File: config.mk
export PLATFORM = sky130hd
export DESIGN_NAME = descriptor_table_engine
export DESIGN_NICKNAME = d
export VERILOG_FILES = /design/src/hw/rtl/dte_pkg.sv /design/src/hw/rtl/dte_entry_store.sv /design/src/hw/rtl/dte_free_search.sv /design/src/hw/rtl/descriptor_table_engine.sv
export SDC_FILE = /design/constraint.sdc
export NUM_CORES = 2
export LEC_CHECK = 0
export BUFFER_PORTS_ARGS = -buffer_cell sky130_fd_sc_hd__buf_2
export CORE_ASPECT_RATIO = 0.5
export CORE_MARGIN = 2
export CORE_UTILIZATION = 44
export CTS_BUF_LIST = sky130_fd_sc_hd__clkbuf_4 sky130_fd_sc_hd__clkbuf_8
export DETAILED_ROUTE_END_ITERATION = 16
export RECOVER_POWER = 50
export SYNTH_ARGS = -nofsm -noshare
export SYNTH_HDL_FRONTEND = slang
export SYNTH_SLANG_ARGS = --single-unit
File: constraint.sdc
create_clock -name clock -period 20.4 [get_ports clock]
set_input_delay 4.08 -clock clock [delete_from_list [all_inputs] [get_ports clock]]
set_output_delay 4.08 -clock clock [all_outputs]
set_load 0.1 [all_outputs]
File: src/hw/rtl/dte_pkg.sv
package dte_pkg;

   localparam int TABLE_SLOTS   = 64;
   localparam int SLOT_W        = $clog2(TABLE_SLOTS);
   localparam int HINT_W        = $clog2(TABLE_SLOTS + 1);
   localparam int CONSOLE_SLOTS = 3;
   localparam int WRITE_ONLY_BIT = 0;

   localparam logic [HINT_W-1:0] HINT_RESET = HINT_W'(CONSOLE_SLOTS);
   // one bit wider than the slot field so that a 1024-entry table still compares
   localparam logic [10:0] SLOT_LIMIT = 11'(TABLE_SLOTS);

   typedef logic [SLOT_W-1:0] idx_type;

   typedef enum logic [1:0] {
      KIND_NONE,
      KIND_FILE,
      KIND_CONSOLE,
      KIND_PIPE
   } kind_type;

   typedef enum logic [2:0] {
      ACT_ALLOC,
      ACT_INSTALL,
      ACT_GET,
      ACT_FREE,
      ACT_DUP,
      ACT_DUP2
   } action_type;

   typedef enum logic [1:0] {
      STAT_OK,
      STAT_BAD_FD,
      STAT_NO_SLOT
   } status_type;

   typedef struct packed {
      kind_type    kind;
      logic [15:0] flags;
      logic [31:0] handle;
   } entry_type;

   typedef struct packed {
      logic      en;
      idx_type   addr;
      entry_type entry;
   } wr_type;

   typedef struct packed {
      logic    found;
      logic    first;
      idx_type slot;
   } search_type;

endpackage

File: src/hw/rtl/dte_entry_store.sv
module dte_entry_store (
   input  logic               clock,
   input  logic               reset,
   input  dte_pkg::idx_type   rd_addr,
   input  dte_pkg::wr_type    wr,
   output dte_pkg::entry_type rd_entry
);
   import dte_pkg::*;

   entry_type               entry_mem [TABLE_SLOTS];
   entry_type               rd_data_ff;
   idx_type                 rd_addr_ff;
   logic                    rd_valid_ff;
   logic [TABLE_SLOTS-1:0]  valid_ff;
   logic [TABLE_SLOTS-1:0]  valid_in;

   // contents of an entry that has not been written since reset
   function automatic entry_type reset_entry(idx_type a);
      entry_type e;
      e = '0;
      if (int'(a) < CONSOLE_SLOTS) begin
         e.kind   = KIND_CONSOLE;
         e.flags  = {15'd0, a != '0};
         e.handle = 32'(a);
      end
      return e;
   endfunction

   always_comb begin
      valid_in = valid_ff;
      if (wr.en) begin
         valid_in[wr.addr] = 1'b1;
      end
   end

   always_ff @(posedge clock) begin
      if (wr.en) begin
         entry_mem[wr.addr] <= wr.entry;
      end
      rd_data_ff <= entry_mem[rd_addr];
      rd_addr_ff <= rd_addr;
   end

   always_ff @(posedge clock) begin
      if (reset) begin
         valid_ff    <= '0;
         rd_valid_ff <= 1'b0;
      end else begin
         valid_ff    <= valid_in;
         rd_valid_ff <= valid_ff[rd_addr];
      end
   end

   assign rd_entry = rd_valid_ff ? rd_data_ff : reset_entry(rd_addr_ff);

endmodule

File: src/hw/rtl/dte_free_search.sv
module dte_free_search (
   input  logic                clock,
   input  logic                reset,
   input  dte_pkg::wr_type     wr,
   input  logic                take_hit,
   output dte_pkg::search_type result
);
   import dte_pkg::*;

   logic [TABLE_SLOTS-1:0] free_ff;
   logic [TABLE_SLOTS-1:0] free_in;
   logic [HINT_W-1:0]      hint_ff;
   logic [HINT_W-1:0]      hint_in;
   search_type             result_ff;
   search_type             result_in;
   logic                   hi_found;
   logic                   lo_found;
   idx_type                hi_idx;
   idx_type                lo_idx;

   always_comb begin
      free_in = free_ff;
      if (wr.en) begin
         free_in[wr.addr] = (wr.entry.kind == KIND_NONE);
      end
   end

   // lowest free slot at or above the hint, else lowest below it
   always_comb begin
      hi_found = 1'b0;
      lo_found = 1'b0;
      hi_idx   = '0;
      lo_idx   = '0;
      for (int i = TABLE_SLOTS - 1; i >= 0; i--) begin
         if (free_ff[i]) begin
            if (HINT_W'(i) >= hint_ff) begin
               hi_found = 1'b1;
               hi_idx   = idx_type'(i);
            end else begin
               lo_found = 1'b1;
               lo_idx   = idx_type'(i);
            end
         end
      end
      result_in.found = hi_found | lo_found;
      result_in.first = hi_found;
      result_in.slot  = hi_found ? hi_idx : lo_idx;
   end

   always_comb begin
      hint_in = hint_ff;
      if (take_hit && result_ff.first) begin
         hint_in = HINT_W'(result_ff.slot) + HINT_W'(1);
      end
   end

   always_ff @(posedge clock) begin
      if (reset) begin
         for (int i = 0; i < TABLE_SLOTS; i++) begin
            free_ff[i] <= (i >= CONSOLE_SLOTS);
         end
         hint_ff   <= HINT_RESET;
         result_ff <= '0;
      end else begin
         free_ff   <= free_in;
         hint_ff   <= hint_in;
         result_ff <= result_in;
      end
   end

   assign result = result_ff;

endmodule

File: src/hw/rtl/descriptor_table_engine.sv
// a transaction is accepted in idle, latches its source entry in ST_SRC and has its result
//   registered when ST_COMMIT commits, which a stalled response holds back; requests
//   stall until idle, as source and target reads share the single read port, then write back
// reset: synchronous; per-entry valid bits make slots 0..2 read as console entries and the
//   rest as empty at once, with no clearing pass; the search hint returns to 3
module descriptor_table_engine (
   input  logic        clock,
   input  logic        reset,
   input  logic        req_valid,
   output logic        req_stall,
   input  logic [2:0]  req_action,
   input  logic [9:0]  req_slot,
   input  logic [9:0]  req_target_slot,
   input  logic [1:0]  req_entry_kind,
   input  logic [15:0] req_entry_flags,
   input  logic [31:0] req_entry_handle,
   output logic        rsp_valid,
   input  logic        rsp_stall,
   output logic [1:0]  rsp_status,
   output logic [9:0]  rsp_result_slot,
   output logic [1:0]  rsp_kind_out,
   output logic [15:0] rsp_flags_out,
   output logic [31:0] rsp_handle_out,
   output logic [1:0]  rsp_release_kind,
   output logic [31:0] rsp_release_handle,
   output logic        rsp_release_write,
   output logic [1:0]  rsp_retain_kind,
   output logic [31:0] rsp_retain_handle,
   output logic        rsp_retain_write
);
   import dte_pkg::*;

   typedef enum logic [1:0] {
      ST_IDLE,
      ST_SRC,
      ST_COMMIT
   } state_type;

   typedef struct packed {
      kind_type    kind;
      logic [31:0] handle;
      logic        write;
   } event_type;

   state_type   state_ff, state_in;
   logic        rsp_valid_ff, rsp_valid_in;
   logic [2:0]  action_ff;
   logic [9:0]  slot_ff;
   logic [9:0]  target_ff;
   kind_type    ekind_ff;
   logic [15:0] eflags_ff;
   logic [31:0] ehandle_ff;
   entry_type   src_ff;

   status_type  status_ff, status_in;
   logic [9:0]  result_ff, result_in;
   entry_type   get_ff, get_in;
   event_type   rel_ff, rel_in;
   event_type   ret_ff, ret_in;

   logic        req_accept;
   logic        commit;
   logic        s_ok;
   logic        t_ok;
   logic        src_live;
   logic        take_hit;
   idx_type     rd_addr;
   entry_type   rd_entry;
   entry_type   tgt_entry;
   wr_type      wr;
   search_type  search;

   // release or retain event carried by an entry: only files and pipes with a live handle
   function automatic event_type event_of(entry_type e);
      event_type ev;
      ev = '0;
      if ((e.kind == KIND_FILE || e.kind == KIND_PIPE) && e.handle != '0) begin
         ev.kind   = e.kind;
         ev.handle = e.handle;
         ev.write  = (e.kind == KIND_PIPE) && e.flags[WRITE_ONLY_BIT];
      end
      return ev;
   endfunction

   assign req_stall  = (state_ff != ST_IDLE);
   assign req_accept = req_valid && !req_stall;
   assign commit     = (state_ff == ST_COMMIT) && (!rsp_valid_ff || !rsp_stall);

   // source slot in idle, target slot afterwards; the target data holds while committing
   assign rd_addr   = (state_ff == ST_IDLE) ? req_slot[SLOT_W-1:0] : target_ff[SLOT_W-1:0];
   assign tgt_entry = rd_entry;

   assign s_ok     = {1'b0, slot_ff} < SLOT_LIMIT;
   assign t_ok     = {1'b0, target_ff} < SLOT_LIMIT;
   assign src_live = s_ok && (src_ff.kind != KIND_NONE);

   dte_entry_store u_store (
      .clock    (clock),
      .reset    (reset),
      .rd_addr  (rd_addr),
      .wr       (wr),
      .rd_entry (rd_entry)
   );

   dte_free_search u_search (
      .clock    (clock),
      .reset    (reset),
      .wr       (wr),
      .take_hit (take_hit),
      .result   (search)
   );

   always_comb begin
      status_in = STAT_OK;
      result_in = '0;
      get_in    = '0;
      rel_in    = '0;
      ret_in    = '0;
      wr        = '0;
      take_hit  = 1'b0;
      case (action_ff)
         ACT_ALLOC: begin
            if (search.found) begin
               result_in = 10'(search.slot);
               take_hit  = 1'b1;
            end else begin
               status_in = STAT_NO_SLOT;
            end
         end
         ACT_INSTALL: begin
            if (!s_ok) begin
               status_in = STAT_BAD_FD;
            end else begin
               wr.en           = 1'b1;
               wr.addr         = slot_ff[SLOT_W-1:0];
               wr.entry.kind   = ekind_ff;
               wr.entry.flags  = eflags_ff;
               wr.entry.handle = ehandle_ff;
            end
         end
         ACT_GET: begin
            if (!src_live) begin
               status_in = STAT_BAD_FD;
            end else begin
               get_in = src_ff;
            end
         end
         ACT_FREE: begin
            if (!s_ok) begin
               status_in = STAT_BAD_FD;
            end else begin
               rel_in   = event_of(src_ff);
               wr.en    = 1'b1;
               wr.addr  = slot_ff[SLOT_W-1:0];
               wr.entry = '0;
            end
         end
         ACT_DUP: begin
            if (!src_live) begin
               status_in = STAT_BAD_FD;
            end else if (!search.found) begin
               status_in = STAT_NO_SLOT;
            end else begin
               take_hit  = 1'b1;
               wr.en     = 1'b1;
               wr.addr   = search.slot;
               wr.entry  = src_ff;
               ret_in    = event_of(src_ff);
               result_in = 10'(search.slot);
            end
         end
         ACT_DUP2: begin
            if (!src_live) begin
               status_in = STAT_BAD_FD;
            end else if (slot_ff == target_ff) begin
               result_in = target_ff;
            end else if (!t_ok) begin
               status_in = STAT_BAD_FD;
            end else begin
               rel_in   = event_of(tgt_entry);
               ret_in   = event_of(src_ff);
               wr.en    = 1'b1;
               wr.addr  = target_ff[SLOT_W-1:0];
               wr.entry = src_ff;
               // a live file gets the handle of the cloned file object
               if (ret_in.kind == KIND_FILE) begin
                  wr.entry.handle = ehandle_ff;
                  ret_in.handle   = ehandle_ff;
               end
               result_in = target_ff;
            end
         end
         default: begin
         end
      endcase
      if (!commit) begin
         wr.en    = 1'b0;
         take_hit = 1'b0;
      end
   end

   always_comb begin
      state_in     = state_ff;
      rsp_valid_in = rsp_valid_ff && rsp_stall;
      case (state_ff)
         ST_IDLE: begin
            if (req_accept) begin
               state_in = ST_SRC;
            end
         end
         ST_SRC: begin
            state_in = ST_COMMIT;
         end
         ST_COMMIT: begin
            if (commit) begin
               state_in     = ST_IDLE;
               rsp_valid_in = 1'b1;
            end
         end
         default: begin
            state_in = ST_IDLE;
         end
      endcase
   end

   always_ff @(posedge clock) begin
      if (reset) begin
         state_ff     <= ST_IDLE;
         rsp_valid_ff <= 1'b0;
      end else begin
         state_ff     <= state_in;
         rsp_valid_ff <= rsp_valid_in;
      end
      if (req_accept) begin
         action_ff  <= req_action;
         slot_ff    <= req_slot;
         target_ff  <= req_target_slot;
         ekind_ff   <= kind_type'(req_entry_kind);
         eflags_ff  <= req_entry_flags;
         ehandle_ff <= req_entry_handle;
      end
      if (state_ff == ST_SRC) begin
         src_ff <= rd_entry;
      end
      if (commit) begin
         status_ff <= status_in;
         result_ff <= result_in;
         get_ff    <= get_in;
         rel_ff    <= rel_in;
         ret_ff    <= ret_in;
      end
   end

   assign rsp_valid          = rsp_valid_ff;
   assign rsp_status         = status_ff;
   assign rsp_result_slot    = result_ff;
   assign rsp_kind_out       = get_ff.kind;
   assign rsp_flags_out      = get_ff.flags;
   assign rsp_handle_out     = get_ff.handle;
   assign rsp_release_kind   = rel_ff.kind;
   assign rsp_release_handle = rel_ff.handle;
   assign rsp_release_write  = rel_ff.write;
   assign rsp_retain_kind    = ret_ff.kind;
   assign rsp_retain_handle  = ret_ff.handle;
   assign rsp_retain_write   = ret_ff.write;

endmodule

==> out/results.ini <==
[floorplanning]
die_y_um=413.2
fp-row-count=150
die_w_um=822.4
die_area_sq_mm=0.3398
start_util_pct=44.16
core_area_sq_mm=0.3337
ios=211

[job]
maxCapViolations=68

[synth]
avgSynthCellArea_sq_um=12.63
synth-seq-cells=3658
yosysSeqAreaShare_pct=73.16
synthCells=11670
yosys_warnings=0
synth_cell_type_count=89
synth_edf_count=3455
synth_flop_cell=edfxtp_1
synthArstFlopShare_pct=0
syn_area_sq_mm=0.1474

[outcome]
violations=max-capacitance violations, max-slew violations
status=finished with violations

[global_routing]
grt_pass1_vias=93970
gr-total-overflow=0
grt_pass1_wl_um=706700
grt_max_degree=178
antenna_found_initial=30
grt_usage_pct=28.71

[sta]
setup_viol=0
hold_slack_ns=0.4550
max_clock_freq_ghz=0.08400
totalNegativeSetupSlack_ns=0
finalCritPeriodShare_pct=58.36
fin_skew_ns=0.04927
finalMaxSlewViolations=4042
hold_viol_final=0
slew-limit-headroom_pct=-337.5
fin_crit_ns=11.91
rsz0062_at_grt=no
worst_slew_pin_slew_ns=6.563

[power]
p_leak_uw=0.05436
p_per_area_mw_per_mm2=95.39
vdd_drop_max_mv=0.05488

[min_path]
min_to=u_store.valid_ff[58]$_SDFFE_PP0P_
hold_depth=2
worst_hold_path_type=flop to flop
hp-start=u_store.valid_ff[58]$_SDFFE_PP0P_

[cells_and_area]
drive_above_1_share_pct=11.62
area_growth_pct=11.11
fin_nets=11930
final_util_pct=49.07

[worst_setup_path]
worst_ep_arrival_time_ns=12.79
regToRegStartpoint=state_ff[0]$_SDFFE_PP0P_
crit_fanout=56
critPathKind=input pin to flop
critPathSlowestCell=clkbuf_1
cp_num_buf_inv=5
crit_chain=clkbuf_1, mux2i_4, clkbuf_1, inv_6, buf_4, buf_4, a311oi_1, nor3_1, a31oi_1
cp-start-kind=input pin
crit_path_end_kind=flop
rr_endpoint=u_store.rd_data_ff[29]$_DFF_P_
slowest_delay_ns=4.57
crit_family=buffers and inverters
reg2reg_slack_ns=10.64
required_ns=21.28
reg2reg_depth=10

[route]
dr_total_vias=103600
dr.pass1.iters=8
detail-route-antenna-nets=0
routed_wirelength_um=506500
drc_errors=0
viasPerCell=6.186
drtIter0Drc=17050
detail_route.wl_per_cell_um=30.23

[clocking]
hold_buffers=0
h-tree-depth=6
cts_root_buf=clkbuf_8
clk-insertion-delay-late_ns=1.08
clock-sinks=3658
clk_transition_reported_paths_ns=0.07
post_cts_resized=0
cts_tree=yes
numCtsBuffers=545
clk_path_buf_depth=4
cts_setup_buffers=0

[placement]
port_buffers=210
routabilityCongestion=0.9024
dpl.hpwl_um=269200

[worst max path at each step]
stage,from,slack [ns],depth (start not counted),endpoint
2_1_floorplan,rsp_stall,6.05,5,u_store.entry_mem[32][0]$_DFFE_PP_
3_3_place_gp,req_slot[0],10.79,13,u_store.rd_data_ff[15]$_DFF_P_
3_5_place_dp,req_slot[0],10.74,13,u_store.rd_data_ff[15]$_DFF_P_
4_1_cts,req_slot[0],11.92,13,u_store.rd_data_ff[15]$_DFF_P_
5_1_grt,req_slot[5],8.93,9,u_store.rd_data_ff[29]$_DFF_P_
6_report,req_slot[5],8.49,9,u_store.rd_data_ff[29]$_DFF_P_
[cells in the final DEF, fill, tap and decap left out, types with 194 or more instances in the layout]
cell type	netlist	routed
a311oi_1	515	515
o21ai_0	198	198
edfxtp_1	3455	3455
buf_2	139	194
a21oi_1	219	218
and3_1	325	325
nor2_1	265	221
nand2_1	3215	3215
nand3_1	1429	1428
clkbuf_8	0	586
clkbuf_4	0	218
dfxtp_1	203	201
buf_4	8	215
[power by group]
group	total, uW	switching [uW]	internal [uW]
Clock	5960	2880	3080
Sequential	8240	78.2	8160
Combinational	1420	1010	409
Total	15600	3970	11600
[synth_stat cells (9+ instances only)]
master    count  area (sq um)
buf_2       139         695.7
or2_2        13         81.33
nand2b_1     18         112.6
o211ai_1     46         345.3
a31oi_1      59         369.1
xnor2_1      13         113.9
nor4_1       30         187.7
a21boi_0     12         90.09
o21ai_0     198         991.0
dfxtp_1     203          4064
nand4_1      13         81.33
o311ai_0    106         928.4
buf_1        63         236.5
a211oi_1    121         908.4
a21o_1       10         75.07
nand2_1    3215         12070
o31ai_1      11         82.58
and2_1      114         713.2
nor2b_1      17         106.4
a311oi_1    515          4511
inv_1        48         180.2
nor2_1      265         994.7
nor3_1       75         375.4
o21a_1       26         195.2
nand3_1    1429          7152
mux2i_1      13         130.1
a22o_1       95         832.1
a211o_1      10         87.58
a21oi_1     219          1096
edfxtp_1   3455        103700
and3_1      325          2033
a22oi_1       9         67.56
clkbuf_1    637          2391
[worst reg2reg max path, stage by stage (launching register included)]
cell	delay [ns]
dfxtp_1	0.36
nor2_1	0.27
buf_4	0.29
mux2i_4	0.24
clkbuf_1	4.57
inv_6	1.66
buf_4	0.77
buf_4	0.46
a311oi_1	0.37
nor3_1	0.15
a31oi_1	0.43
[routing by layer]
layer  vias to the layer above  GRT usage, %  routed length (um)
met5                         -             0                  80
met4                        12         10.68               20690
met3                      1014         6.097               62980
met2                      6833         42.27              219000
met1                     52000         42.07              203700
li1                      43780             -                   -
[sequential cells by signal (all words and copies together), names as in the netlist, 3 cells and up]
| signal | count |
|---|---|
| slot_ff | 10 |
| u_store.rd_addr_ff | 6 |
| target_ff | 10 |
| rsp_result_slot | 10 |
| u_search.result | 8 |
| u_search.free_ff | 64 |
| u_store.valid_ff | 64 |
| action_ff | 3 |
| rsp_retain_handle | 32 |
| eflags_ff | 16 |
| rsp_release_handle | 32 |
| u_store.entry_mem | 3200 |
| ehandle_ff | 32 |
| src_ff | 50 |
| u_search.hint_ff | 7 |
| u_store.rd_data_ff | 50 |
| rsp_handle_out | 32 |
| rsp_flags_out | 16 |
[logic make-up after synthesis]
group | count (synthesis) | synth area share, %
compound gates | 1530 | 7.745
xor+xnor | 14 | 0.08321
simple gates | 5551 | 16.43
other cells | 1 | 0.002545
buf+inv | 900 | 2.436
fa+ha+maj | 1 | 0.008490
mux | 16 | 0.1265
flops | 3658 | 73.16
[per-stage QoR]
| stage | power [uW] | area, sq um | worst slack [ns] | std cells |
|---|---|---|---|---|
| floorplan | 9290 | 147400 | 6.052 | 11670 |
| global placement | 9774 | 153500 | 10.79 | 15790 |
| detailed placement | 9784 | 153500 | 10.74 | 15790 |
| CTS | 15640 | 164000 | 11.92 | 16740 |
| global route | 16090 | 163700 | 8.931 | 16750 |
| finish | 15620 | 163700 | 8.495 | 16760 |
[cell type report]
class                   count  area [sq um]
well taps                4484          5610
diodes                     12         30.03
clock inverters           147         785.8
multi-input cells        7116         36460
inverters                  52         264.0
clock buffers             804          9702
repair buffers            482          3070
flip-flops and latches   3658        107800
fillers                 29140        170000
Power figures use the tool's default switching activity.
